### src/rtl/swm_pkg.sv
package swm_pkg;

   localparam int MAX_WINDOW = 64;
   localparam int SLOT_W     = $clog2(MAX_WINDOW);
   localparam int SAMPLE_W   = 32;
   localparam int COUNT_W    = 7;
   localparam int SUM_W      = 38;
   localparam int STEP_W     = $clog2(SUM_W);

   typedef logic signed [SAMPLE_W-1:0] sample_type;
   typedef logic        [COUNT_W-1:0]  count_type;
   typedef logic        [SLOT_W-1:0]   slot_type;
   typedef logic signed [SUM_W-1:0]    sum_type;

endpackage

### src/rtl/swm_if.sv
interface swm_req_if;
   logic                 valid;
   logic                 ready;
   swm_pkg::sample_type  sample;

   modport source (output valid, output sample, input ready);
   modport sink   (input valid, input sample, output ready);
endinterface

interface swm_rsp_if;
   logic                 valid;
   logic                 ready;
   swm_pkg::sample_type  mean;
   swm_pkg::count_type   held_count;

   modport source (output valid, output mean, output held_count, input ready);
   modport sink   (input valid, input mean, input held_count, output ready);
endinterface

### src/rtl/swm_ram.sv
module swm_ram #(
   parameter int WIDTH = 32,
   parameter int DEPTH = 64
) (
   input  logic                     clock,
   input  logic                     wr_en,
   input  logic [$clog2(DEPTH)-1:0] wr_addr,
   input  logic [WIDTH-1:0]         wr_data,
   input  logic                     rd_en,
   input  logic [$clog2(DEPTH)-1:0] rd_addr,
   output logic [WIDTH-1:0]         rd_data
);

   logic [WIDTH-1:0] mem_ff [DEPTH];
   logic [WIDTH-1:0] rd_data_ff;

   always_ff @(posedge clock) begin
      if (wr_en) begin
         mem_ff[wr_addr] <= wr_data;
      end
      if (rd_en) begin
         rd_data_ff <= mem_ff[rd_addr];
      end
   end

   assign rd_data = rd_data_ff;

endmodule

### src/rtl/sliding_window_mean.sv
// Sliding-window mean of signed 32-bit samples.
// req_if carries one sample per word (valid/ready); rsp_if returns one word
// per sample: the truncated mean of the samples held and how many were held.
// csr_we/csr_wdata set the window length (0 reads as 1, above 64 as 64);
// a write empties the window. Write it only while the block is idle.
// The oldest sample is read from the ring RAM at the accepting edge; then
// S_UPDATE updates the sum and writes the new sample, S_DIV runs the
// bit-serial magnitude divide of the 38-bit sum by the held count, and
// S_DONE loads the result register. A new sample is taken only in S_IDLE,
// so one sample is in flight at a time.
// Reset (synchronous, active high) empties the window and sets the length
// to 1; the ring RAM contents are not cleared and need not be.
// A stalled receiver holds the result register; the next sample is still
// accepted and computed, and waits in the divider until the register frees.
module sliding_window_mean (
   input  logic                  clock,
   input  logic                  reset,
   swm_req_if.sink               req_if,
   swm_rsp_if.source             rsp_if,
   input  logic                  csr_we,
   input  swm_pkg::count_type    csr_wdata
);

   typedef enum logic [3:0] {
      S_IDLE   = 4'b0001,
      S_UPDATE = 4'b0010,
      S_DIV    = 4'b0100,
      S_DONE   = 4'b1000
   } state_type;

   localparam int EXT_W = swm_pkg::SUM_W - swm_pkg::SAMPLE_W;

   state_type               state_ff, state_in;
   swm_pkg::count_type      len_ff, len_in;
   swm_pkg::count_type      fill_ff, fill_in;
   swm_pkg::slot_type       oldest_ff, oldest_in;
   swm_pkg::slot_type       next_ff, next_in;
   swm_pkg::sum_type        sum_ff, sum_in;
   swm_pkg::sample_type     sample_ff, sample_in;
   logic [swm_pkg::SUM_W-1:0]   dvd_ff, dvd_in;
   logic [swm_pkg::COUNT_W-1:0] rem_ff, rem_in;
   swm_pkg::count_type      div_ff, div_in;
   logic                    neg_ff, neg_in;
   logic [swm_pkg::STEP_W-1:0]  step_ff, step_in;
   logic                    rsp_valid_ff, rsp_valid_in;
   swm_pkg::sample_type     rsp_mean_ff, rsp_mean_in;
   swm_pkg::count_type      rsp_count_ff, rsp_count_in;

   logic                    req_take;
   logic                    full;
   logic                    ram_we;
   logic [swm_pkg::SAMPLE_W-1:0] ram_rd_data;
   swm_pkg::sum_type        sample_ext, evict_ext, sum_new;
   logic [swm_pkg::COUNT_W:0]   shifted;
   logic [swm_pkg::COUNT_W+1:0] diff;
   logic [swm_pkg::SAMPLE_W-1:0] quo;
   logic                    rsp_free;

   function automatic swm_pkg::slot_type advance(swm_pkg::slot_type slot,
                                                 swm_pkg::count_type len);
      swm_pkg::count_type n;
      n = swm_pkg::count_type'(slot) + swm_pkg::count_type'(1);
      return (n >= len) ? '0 : swm_pkg::slot_type'(n);
   endfunction

   assign req_if.ready = (state_ff == S_IDLE);
   assign req_take     = req_if.valid && req_if.ready;
   assign full         = (fill_ff >= len_ff);
   assign ram_we       = (state_ff == S_UPDATE);
   assign rsp_free     = !rsp_valid_ff || rsp_if.ready;

   swm_ram #(
      .WIDTH (swm_pkg::SAMPLE_W),
      .DEPTH (swm_pkg::MAX_WINDOW)
   ) u_ring (
      .clock   (clock),
      .wr_en   (ram_we),
      .wr_addr (next_ff),
      .wr_data (sample_ff),
      .rd_en   (req_take),
      .rd_addr (oldest_ff),
      .rd_data (ram_rd_data)
   );

   assign sample_ext = {{EXT_W{sample_ff[swm_pkg::SAMPLE_W-1]}}, sample_ff};
   assign evict_ext  = full ? {{EXT_W{ram_rd_data[swm_pkg::SAMPLE_W-1]}}, ram_rd_data}
                            : '0;
   assign sum_new    = sum_ff - evict_ext + sample_ext;

   assign shifted = {rem_ff, dvd_ff[swm_pkg::SUM_W-1]};
   assign diff    = {1'b0, shifted} - {2'b00, div_ff};
   assign quo     = dvd_ff[swm_pkg::SAMPLE_W-1:0];

   always_comb begin
      state_in     = state_ff;
      len_in       = len_ff;
      fill_in      = fill_ff;
      oldest_in    = oldest_ff;
      next_in      = next_ff;
      sum_in       = sum_ff;
      sample_in    = sample_ff;
      dvd_in       = dvd_ff;
      rem_in       = rem_ff;
      div_in       = div_ff;
      neg_in       = neg_ff;
      step_in      = step_ff;
      rsp_valid_in = rsp_valid_ff && !rsp_if.ready;
      rsp_mean_in  = rsp_mean_ff;
      rsp_count_in = rsp_count_ff;

      unique case (state_ff)
         S_IDLE: begin
            if (req_take) begin
               sample_in = req_if.sample;
               state_in  = S_UPDATE;
            end
         end
         S_UPDATE: begin
            if (full) begin
               oldest_in = advance(oldest_ff, len_ff);
               fill_in   = len_ff;
            end else begin
               fill_in   = fill_ff + swm_pkg::count_type'(1);
            end
            next_in  = advance(next_ff, len_ff);
            sum_in   = sum_new;
            neg_in   = sum_new[swm_pkg::SUM_W-1];
            dvd_in   = sum_new[swm_pkg::SUM_W-1] ? (~sum_new + 1'b1) : sum_new;
            div_in   = full ? len_ff : (fill_ff + swm_pkg::count_type'(1));
            rem_in   = '0;
            step_in  = swm_pkg::STEP_W'(swm_pkg::SUM_W - 1);
            state_in = S_DIV;
         end
         S_DIV: begin
            if (!diff[swm_pkg::COUNT_W+1]) begin
               rem_in = diff[swm_pkg::COUNT_W-1:0];
               dvd_in = {dvd_ff[swm_pkg::SUM_W-2:0], 1'b1};
            end else begin
               rem_in = shifted[swm_pkg::COUNT_W-1:0];
               dvd_in = {dvd_ff[swm_pkg::SUM_W-2:0], 1'b0};
            end
            step_in = step_ff - 1'b1;
            if (step_ff == '0) begin
               state_in = S_DONE;
            end
         end
         S_DONE: begin
            if (rsp_free) begin
               rsp_valid_in = 1'b1;
               rsp_mean_in  = neg_ff ? (~quo + 1'b1) : quo;
               rsp_count_in = div_ff;
               state_in     = S_IDLE;
            end
         end
         default: begin
            state_in = S_IDLE;
         end
      endcase

      // window length write: clamp and empty the window
      if (csr_we) begin
         priority if (csr_wdata == '0) begin
            len_in = swm_pkg::count_type'(1);
         end else if (csr_wdata > swm_pkg::count_type'(swm_pkg::MAX_WINDOW)) begin
            len_in = swm_pkg::count_type'(swm_pkg::MAX_WINDOW);
         end else begin
            len_in = csr_wdata;
         end
         fill_in   = '0;
         oldest_in = '0;
         next_in   = '0;
         sum_in    = '0;
      end
   end

   always_ff @(posedge clock) begin
      if (reset) begin
         state_ff     <= S_IDLE;
         len_ff       <= swm_pkg::count_type'(1);
         fill_ff      <= '0;
         oldest_ff    <= '0;
         next_ff      <= '0;
         sum_ff       <= '0;
         step_ff      <= '0;
         rsp_valid_ff <= 1'b0;
      end else begin
         state_ff     <= state_in;
         len_ff       <= len_in;
         fill_ff      <= fill_in;
         oldest_ff    <= oldest_in;
         next_ff      <= next_in;
         sum_ff       <= sum_in;
         step_ff      <= step_in;
         rsp_valid_ff <= rsp_valid_in;
      end
   end

   always_ff @(posedge clock) begin
      sample_ff    <= sample_in;
      dvd_ff       <= dvd_in;
      rem_ff       <= rem_in;
      div_ff       <= div_in;
      neg_ff       <= neg_in;
      rsp_mean_ff  <= rsp_mean_in;
      rsp_count_ff <= rsp_count_in;
   end

   assign rsp_if.valid      = rsp_valid_ff;
   assign rsp_if.mean       = rsp_mean_ff;
   assign rsp_if.held_count = rsp_count_ff;

endmodule

### src/flat_wrapper.sv
// flat-port wrapper written by rule: the top's interface ports become plain ports
module sliding_window_mean_flat 
  (clock, reset, csr_we, csr_wdata, req_if_valid, req_if_sample, req_if_ready, rsp_if_valid, rsp_if_mean, rsp_if_held_count, rsp_if_ready);
  swm_req_if req_if_i ();
  swm_rsp_if rsp_if_i ();
  input  logic clock;
  input  logic reset;
  input  logic csr_we;
  input  swm_pkg::count_type csr_wdata;
  input wire logic [$bits(req_if_i.valid)-1:0] req_if_valid;
  input wire logic [$bits(req_if_i.sample)-1:0] req_if_sample;
  output wire logic [$bits(req_if_i.ready)-1:0] req_if_ready;
  output wire logic [$bits(rsp_if_i.valid)-1:0] rsp_if_valid;
  output wire logic [$bits(rsp_if_i.mean)-1:0] rsp_if_mean;
  output wire logic [$bits(rsp_if_i.held_count)-1:0] rsp_if_held_count;
  input wire logic [$bits(rsp_if_i.ready)-1:0] rsp_if_ready;
  assign req_if_i.valid = req_if_valid;
  assign req_if_i.sample = req_if_sample;
  assign req_if_ready = req_if_i.ready;
  assign rsp_if_valid = rsp_if_i.valid;
  assign rsp_if_mean = rsp_if_i.mean;
  assign rsp_if_held_count = rsp_if_i.held_count;
  assign rsp_if_i.ready = rsp_if_ready;
  sliding_window_mean u_core (.clock(clock), .reset(reset), .req_if(req_if_i), .rsp_if(rsp_if_i), .csr_we(csr_we), .csr_wdata(csr_wdata));
endmodule
### config.mk
export PLATFORM = sky130hd
export DESIGN_NAME = sliding_window_mean_flat
export DESIGN_NICKNAME = d
export VERILOG_FILES = /design/src/rtl/swm_pkg.sv /design/src/rtl/swm_if.sv /design/src/rtl/swm_ram.sv /design/src/rtl/sliding_window_mean.sv /design/src/flat_wrapper.sv
export SDC_FILE = /design/constraint.sdc
export NUM_CORES = 2
export LEC_CHECK = 0
export ABC_CLOCK_PERIOD_IN_PS = 6600
export BUFFER_PORTS_ARGS = -buffer_cell sky130_fd_sc_hd__buf_2
export CAP_MARGIN = 20
export CORE_AREA = 2 2 466 468
export CTS_BUF_LIST = sky130_fd_sc_hd__clkbuf_4
export CTS_CLUSTER_SIZE = 25
export DETAILED_ROUTE_END_ITERATION = 10
export DIE_AREA = 0 0 468 470
export GPL_ROUTABILITY_DRIVEN = 0
export GPL_TIMING_DRIVEN = 0
export PLACE_DENSITY = 0.57
export SYNTH_ARGS = -nofsm -noshare
export SYNTH_HDL_FRONTEND = slang
export SYNTH_SLANG_ARGS = --single-unit
### constraint.sdc
create_clock -name clock -period 6.6 [get_ports clock]
set_input_delay 1.32 -clock clock [delete_from_list [all_inputs] [get_ports clock]]
set_output_delay 1.32 -clock clock [all_outputs]
set_load 0.05 [all_outputs]
---- Word-level counts from Yosys, hierarchy flattened ----
Memories as Yosys holds them, arrays and structs flattened. A register that Yosys moved wholly into a read port is not among the register bits.
Index checks and enable logic that the tools add are counted.
storage, ports and cells
  register bits ........................... 199
  memory bits (writable) .................. 2048
  input bits .............................. 44
  output and inout port bits .............. 41
  word-level logic and storage cells ...... 72
  memories kept ........................... 1
memories
  name                  depth  width  read ports  clocked after memory_dff  wr ports  RTL line       RTL
  u_core.u_ring.mem_ff  64     32     1           1                         1         swm_ram.sv:14  logic [WIDTH-1:0] mem_ff [DEPTH];
operators by class
  add/sub/neg operators ................... 9
  $lt $le $gt $ge ......................... 4
  equality and inequality tests ........... 7
  mux-type cells .......................... 21
  bitwise operators ....................... 2
  reduce and logical (&&, ||, !) cells .... 13
operator list
  operator                                          count
  2-to-1 mux 38 bit                                 2
  one-hot mux 38 bit (2 select lines)               1
  adder 38 x 1 -> 38 bit, second input constant     1
  adder 38 x 32 -> 38 bit                           1
  NOT 38 bit                                        1
  subtractor 38 bit                                 1
  adder 32 x 1 -> 32 bit, second input constant     1
  2-to-1 mux 32 bit                                 1
  NOT 32 bit                                        1
  2-to-1 mux 7 bit                                  4
  greater-or-equal comparator 7 bit                 3
  one-hot mux 4 bit (4 select lines)                1
  adder 6 x 1 -> 7 bit, second input constant       2
  one-hot mux 7 bit (2 select lines)                1
  2-to-1 mux 4 bit                                  3
  2-to-1 mux 6 bit                                  2
  one-hot mux 6 bit (2 select lines)                1
  subtractor 8 x 7 -> 9 bit                         1
  adder 7 x 1 -> 7 bit, second input constant       1
  > comparator 7 bit, second input constant         1
  logical NOT 7 bit                                 1
  logical NOT 6 bit                                 1
  AND reduction 2 bit                               3
  subtractor 6 x 1 -> 6 bit, second input constant  1
  other kinds (13)                                  20

---- Longest topological paths before layout ----
  depth after elaboration ................. 8
  gate-level depth with buffers ........... 26
  mapped depth without buffers ............ 24

---- Modules after synthesis ----
From an unflattened synthesis, not the netlist that was laid out.
second synthesis, totals
  cell total of the unflattened synthesis .. 4868
  area, all modules ....................... 92500.0 um2
by module, submodules not included
  module               instances  cells an instance  area an instance (um2)  seq. area each (um2)
  swm_ram              1          3324               78835.6                 62459.9
  sliding_window_mean  1          1544               13664.4                 5225.0

---- Least setup slack after synthesis ----
Ideal clock, no wire load.
  path kind ............................... register to register
  start point ............................. reg u_core.fill_ff[0]
  end point ............................... reg u_core.dvd_ff[35] (netlist name), data pin
  library setup time ...................... 0.135 ns
  arrival time ............................ 6.033 ns
  required time ........................... 6.465 ns
  slack ................................... 0.432 ns
  cell stages (with the launch flop) ...... 27
  path buffers ............................ 3
  period minus slack after synthesis ...... 6.168 ns
  path through ............................ dfxtp_1 inv_1 ha_1 nand2b_1 a21o_1 a21o_1 a21o_1 a21o_1 a21o_1 a21o_1 clkbuf_1 and2_1 fa_1 inv_1 ha_1 buf_4 a21oi_4 o21ai_2 or3_1 a21o_1 or4_4 or3_4 or4_1 buf_2 or2_1 or4_1 nand3_1
between the ends
  cells in the longest elaborated chain, start to end .. 8
RTL lines
  item                                   RTL line                    RTL
  from (decl)                            sliding_window_mean.sv:35   swm_pkg::count_type fill_ff, fill_in;
  from (signal assigned)                 sliding_window_mean.sv:189  fill_ff <= fill_in;
  greater-or-equal comparator 7 bit *    sliding_window_mean.sv:68   assign full = (fill_ff >= len_ff);
  2-to-1 mux 38 bit *                    sliding_window_mean.sv:86   assign evict_ext = full ? {{EXT_W{ram_rd_data[swm_pkg::SAMPLE_W-1]}}, ram_rd_data}
  subtractor 38 bit *                    sliding_window_mean.sv:88   assign sum_new = sum_ff - evict_ext + sample_ext;
  adder 38 x 32 -> 38 bit *              sliding_window_mean.sv:88
  NOT 38 bit                             sliding_window_mean.sv:128  dvd_in = sum_new[swm_pkg::SUM_W-1] ? (~sum_new + 1'b1) : sum_new;
  adder 38 x 1 -> 38 bit                 sliding_window_mean.sv:128
  2-to-1 mux 38 bit *                    sliding_window_mean.sv:128
  one-hot mux 38 bit (2 select lines) *  sliding_window_mean.sv:111  unique case (state_ff)
  via u_core.dvd_in (one bit)            sliding_window_mean.sv:40   logic [swm_pkg::SUM_W-1:0] dvd_ff, dvd_in;
  to (signal assigned)                   sliding_window_mean.sv:200  dvd_ff <= dvd_in;
  to (decl)                              sliding_window_mean.sv:40
Mark *: on every way through the listed nets, which the timed path passes. The rest lies on a longest branch.
A chain may end at the register's enable or synchronous reset.

---- Worst setup path after layout ----
  start point ............................. reg u_core.len_ff[0]
  end point ............................... reg u_core.dvd_ff[35] (netlist name), data pin
between the ends
  cells in the longest elaborated chain, start to end .. 8
RTL lines
  item                                   RTL line                    RTL
  from (decl)                            sliding_window_mean.sv:34   swm_pkg::count_type len_ff, len_in;
  from (signal assigned)                 sliding_window_mean.sv:179  len_ff <= swm_pkg::count_type'(1);
  from (signal assigned)                 sliding_window_mean.sv:188  len_ff <= len_in;
  greater-or-equal comparator 7 bit *    sliding_window_mean.sv:68
  2-to-1 mux 38 bit *                    sliding_window_mean.sv:86
  subtractor 38 bit *                    sliding_window_mean.sv:88
  adder 38 x 32 -> 38 bit *              sliding_window_mean.sv:88
  NOT 38 bit                             sliding_window_mean.sv:128
  adder 38 x 1 -> 38 bit                 sliding_window_mean.sv:128
  2-to-1 mux 38 bit *                    sliding_window_mean.sv:128
  one-hot mux 38 bit (2 select lines) *  sliding_window_mean.sv:111
  via u_core.dvd_in (one bit)            sliding_window_mean.sv:40
Marks and branches as above.

==> results.cfg <==
[outcome]
status = completed

[critical_path]
cp-end-kind = register
critical_path_required_ps = 7830
worstSetupEndpoint = u_core.dvd_ff[35]
r2r_setup_slack_ps = 100
r2r_end = u_core.dvd_ff[35]
crit_start = u_core.len_ff[0]
arrival_ps = 7730
cp_max_fo = 8
critPathKind = register to register
reg2regPathDepth = 25
setup.worst_path.start_class = register
rr_startpoint = u_core.len_ff[0]

[layout]
drive_gt1_share_pct = 35.7
area_delta_synth_final_pct = 18.3
mostFrequentLayoutCells = 2,204 x edfxtp_1, 863 x clkbuf_4, 672 x mux4_2
fin_cells = 8677
fillers = 17600
final-seq-area_um2 = 67700
multi_input_area_um2 = 23900
final_common_cell = edfxtp_1
nNetsFinal = 5584

[global_routing]
grtUsageTotal_pct = 23.4
grt_max_degree = 41
grt_overflow = 0
grt_pass1_wl_mm = 363
antenna_found_initial = 16
grt_pass1_vias = 50600

[place]
dp_slack_ps = -970
place_inst = 7644
port_buffers = 82
dp_hpwl_mm = 177

[yosys]
yosysTopAreaCell = edfxtp_1
synth.distinct_cells = 87
syn-instance-count = 4531
synthDominantCellAreaShare_pct = 71.9
ys_seq_area_share_pct = 73.5
yosys-top-cells-area = edfxtp_1 72%, mux4_2 16%, dfxtp_1 1.6%, ha_1 1.0%, fa_1 0.83%
synth_flop_cell = edfxtp_1
synth_area_per_cell_um2 = 20.3
synth_seq_cells = 2279
syn_area_um2 = 92100
async_flop_share_pct = 0
synth-edff-count = 2204
ys_warn_count = 0
syn-num-nets = 4687

[clock_network]
cts_buffers = 602
clk_pin_slew_ps = 70
cts_tree = yes
cts_root_buffer = clkbuf_4
clock_sinks = 2279
cts_max_path_buffers = 4
insertion_delay_ps = 1370
htree_levels = 6

[sta]
period_share_pct = 98.5
rsz0062_at_grt = yes
max_freq_mhz = 154
max_slew.worst_pin.slew_ps = 1210
worst_slack_ps = 98.6
slew_viol_final = 0
setup_tns_ps = 0
whs_ps = 143
period_minus_slack_ps = 6500
slew_headroom_pct = 18.5
final-setup-viol-count = 0
hold_viol = 0
clock_skew_ps = 117

[pwr]
p_clk_share_pct = 32.4
power_mw = 36.8
power-per-cell-area_nw_per_um2 = 338
pwr-share-seq_pct = 47.6
p_sw_mw = 10.6
swShare_pct = 28.9
internal_power_mw = 26.2
p_leak_nw = 34.4
pwr-share-comb_pct = 20.0
peakVddDrop_v = 0.000230

[min_path]
hold_class = primary input to register

[drt]
via_per_inst = 5.71
drt_iter0_markers = 5129
via_count = 49600
drc = 0
wirelength_mm = 258
wl_per_cell_um = 29.7
dr.pass1.iters = 5
final_antenna_net_count = 0

[floorplanning]
core_um2 = 216000
ios = 85
row_count = 171
dieArea_um2 = 220000
start_util_pct = 42.7
fp.dieH_um = 470
die_x_um = 468

[run]
cap_violations = 0
## worst max-delay path, cell delays in order (launching register included)
cell	delay [ps]
dfxtp_4	370
ha_1	290
nand2b_4	140
a21o_1	170
a21o_1	170
a21o_1	170
a21o_1	180
a21o_1	180
a21o_4	280
buf_6	150
and2_1	160
fa_1	490
inv_1	50
ha_1	270
buf_2	180
a21oi_1	220
o21ai_2	140
a221oi_4	360
xor2_2	240
o221ai_2	220
or3_4	440
or4_4	540
buf_6	150
or2_4	240
or4_1	480
nand3_1	110
## synthesized netlist by cell type, drive strengths merged, types with 28 or more instances
cell type     n
fa           38
nand3        28
a21oi       122
edfxtp     2204
mux4        672
and2         39
buf          62
nand2       192
xnor2        53
xor2         44
o21ai        96
clkbuf      161
inv         182
dfxtp        75
nor2        186
ha           74
## per-stage QoR
stage | cell area (µm²) | util (%)
after floorplan | 92100 | -
after global placement | 96100 | 44.5
after detailed placement | 101000 | 46.7
after CTS | 108000 | 50.1
after global routing | 109000 | 50.5
final | 109000 | 50.5
## cells by family (layout without fill, tap and decap cells)
| group | count (synthesis) | count (layout) | synth area share [%] |
|---|---|---|---|
| XOR/XNOR | 97 | 97 | 0.922 |
| flip-flops | 2279 | 2279 | 73.5 |
| other | 0 | 14 | 0 |
| AND/OR/NAND/NOR | 584 | 584 | 2.98 |
| multiplexers | 686 | 686 | 16.6 |
| AO/OA/AOI/OAI | 368 | 368 | 2.53 |
| adder cells (fa/ha/maj) | 112 | 112 | 1.83 |
| buffers and inverters | 405 | 1683 | 1.66 |
## area by class of cell
cell class | count | share of cell area (%)
timing repair buffer | 307 | 4.61
inverter | 182 | 0.627
sequential | 2279 | 62.1
multi-input combinational | 1847 | 21.9
clock buffer | 863 | 5.95
clock inverter | 122 | 0.659
antenna | 14 | 0.0322
tap | 2854 | 3.28
buffer | 209 | 0.765
## sequential cells by signal, indices dropped and copies added, names as in the netlist, 7 cells and up
name and cells:
u_core.u_ring.mem_ff 2048, u_core.dvd_ff 38, u_core.sum_ff 38, u_core.rsp_if.mean 32, u_core.sample_ff 32, u_core.u_ring.rd_data 32, u_core.div_ff 7, u_core.fill_ff 7
u_core.len_ff 7, u_core.rem_ff 7, u_core.rsp_if.held_count 7
## power by group through the flow
stage / combinational (mW) / sequential (mW) / clock [mW]
after global routing: 7.95 / 17.6 / 13.0
after CTS: 6.84 / 17.5 / 12.2
after detailed placement: 6.65 / 17.8 / 0
final: 7.38 / 17.5 / 11.9
after global placement: 4.81 / 18.9 / 0
after floorplan: 3.40 / 18.1 / 0
## per-layer routing
metal / wire length, µm / GRT usage, % / vias up
li1: - / - / 20800
met1: 103000 / 31.3 / 26100
met2: 124000 / 36.9 / 2234
met3: 19900 / 5.17 / 480
met4: 10900 / 10.1 / 8
met5: 54 / 0 / -
## worst min path at each step
stage	cells past startpoint	slack, ps	start	endpoint
2_1_floorplan	0	430	u_core.div_ff[2]	u_core.rsp_if.held_count[2]
3_3_place_gp	2	450	u_core.sum_ff[19]	u_core.sum_ff[19]
3_5_place_dp	2	450	u_core.sum_ff[26]	u_core.sum_ff[26]
4_1_cts	1	2	req_if_sample[2]	u_core.sample_ff[2]
5_1_grt	1	30	req_if_sample[22]	u_core.sample_ff[22]
6_report	1	140	req_if_sample[2]	u_core.sample_ff[2]
## what timing repair did
item	CTS	global route
hold endpoints to repair	7	0
endpoints found under the setup margin	40	37
hold buffers	7	0
buffers inserted	4	19
pin swaps	8	27
gates resized for setup	45	96
gates cloned	0	1
(Power assumes the default switching activity.)
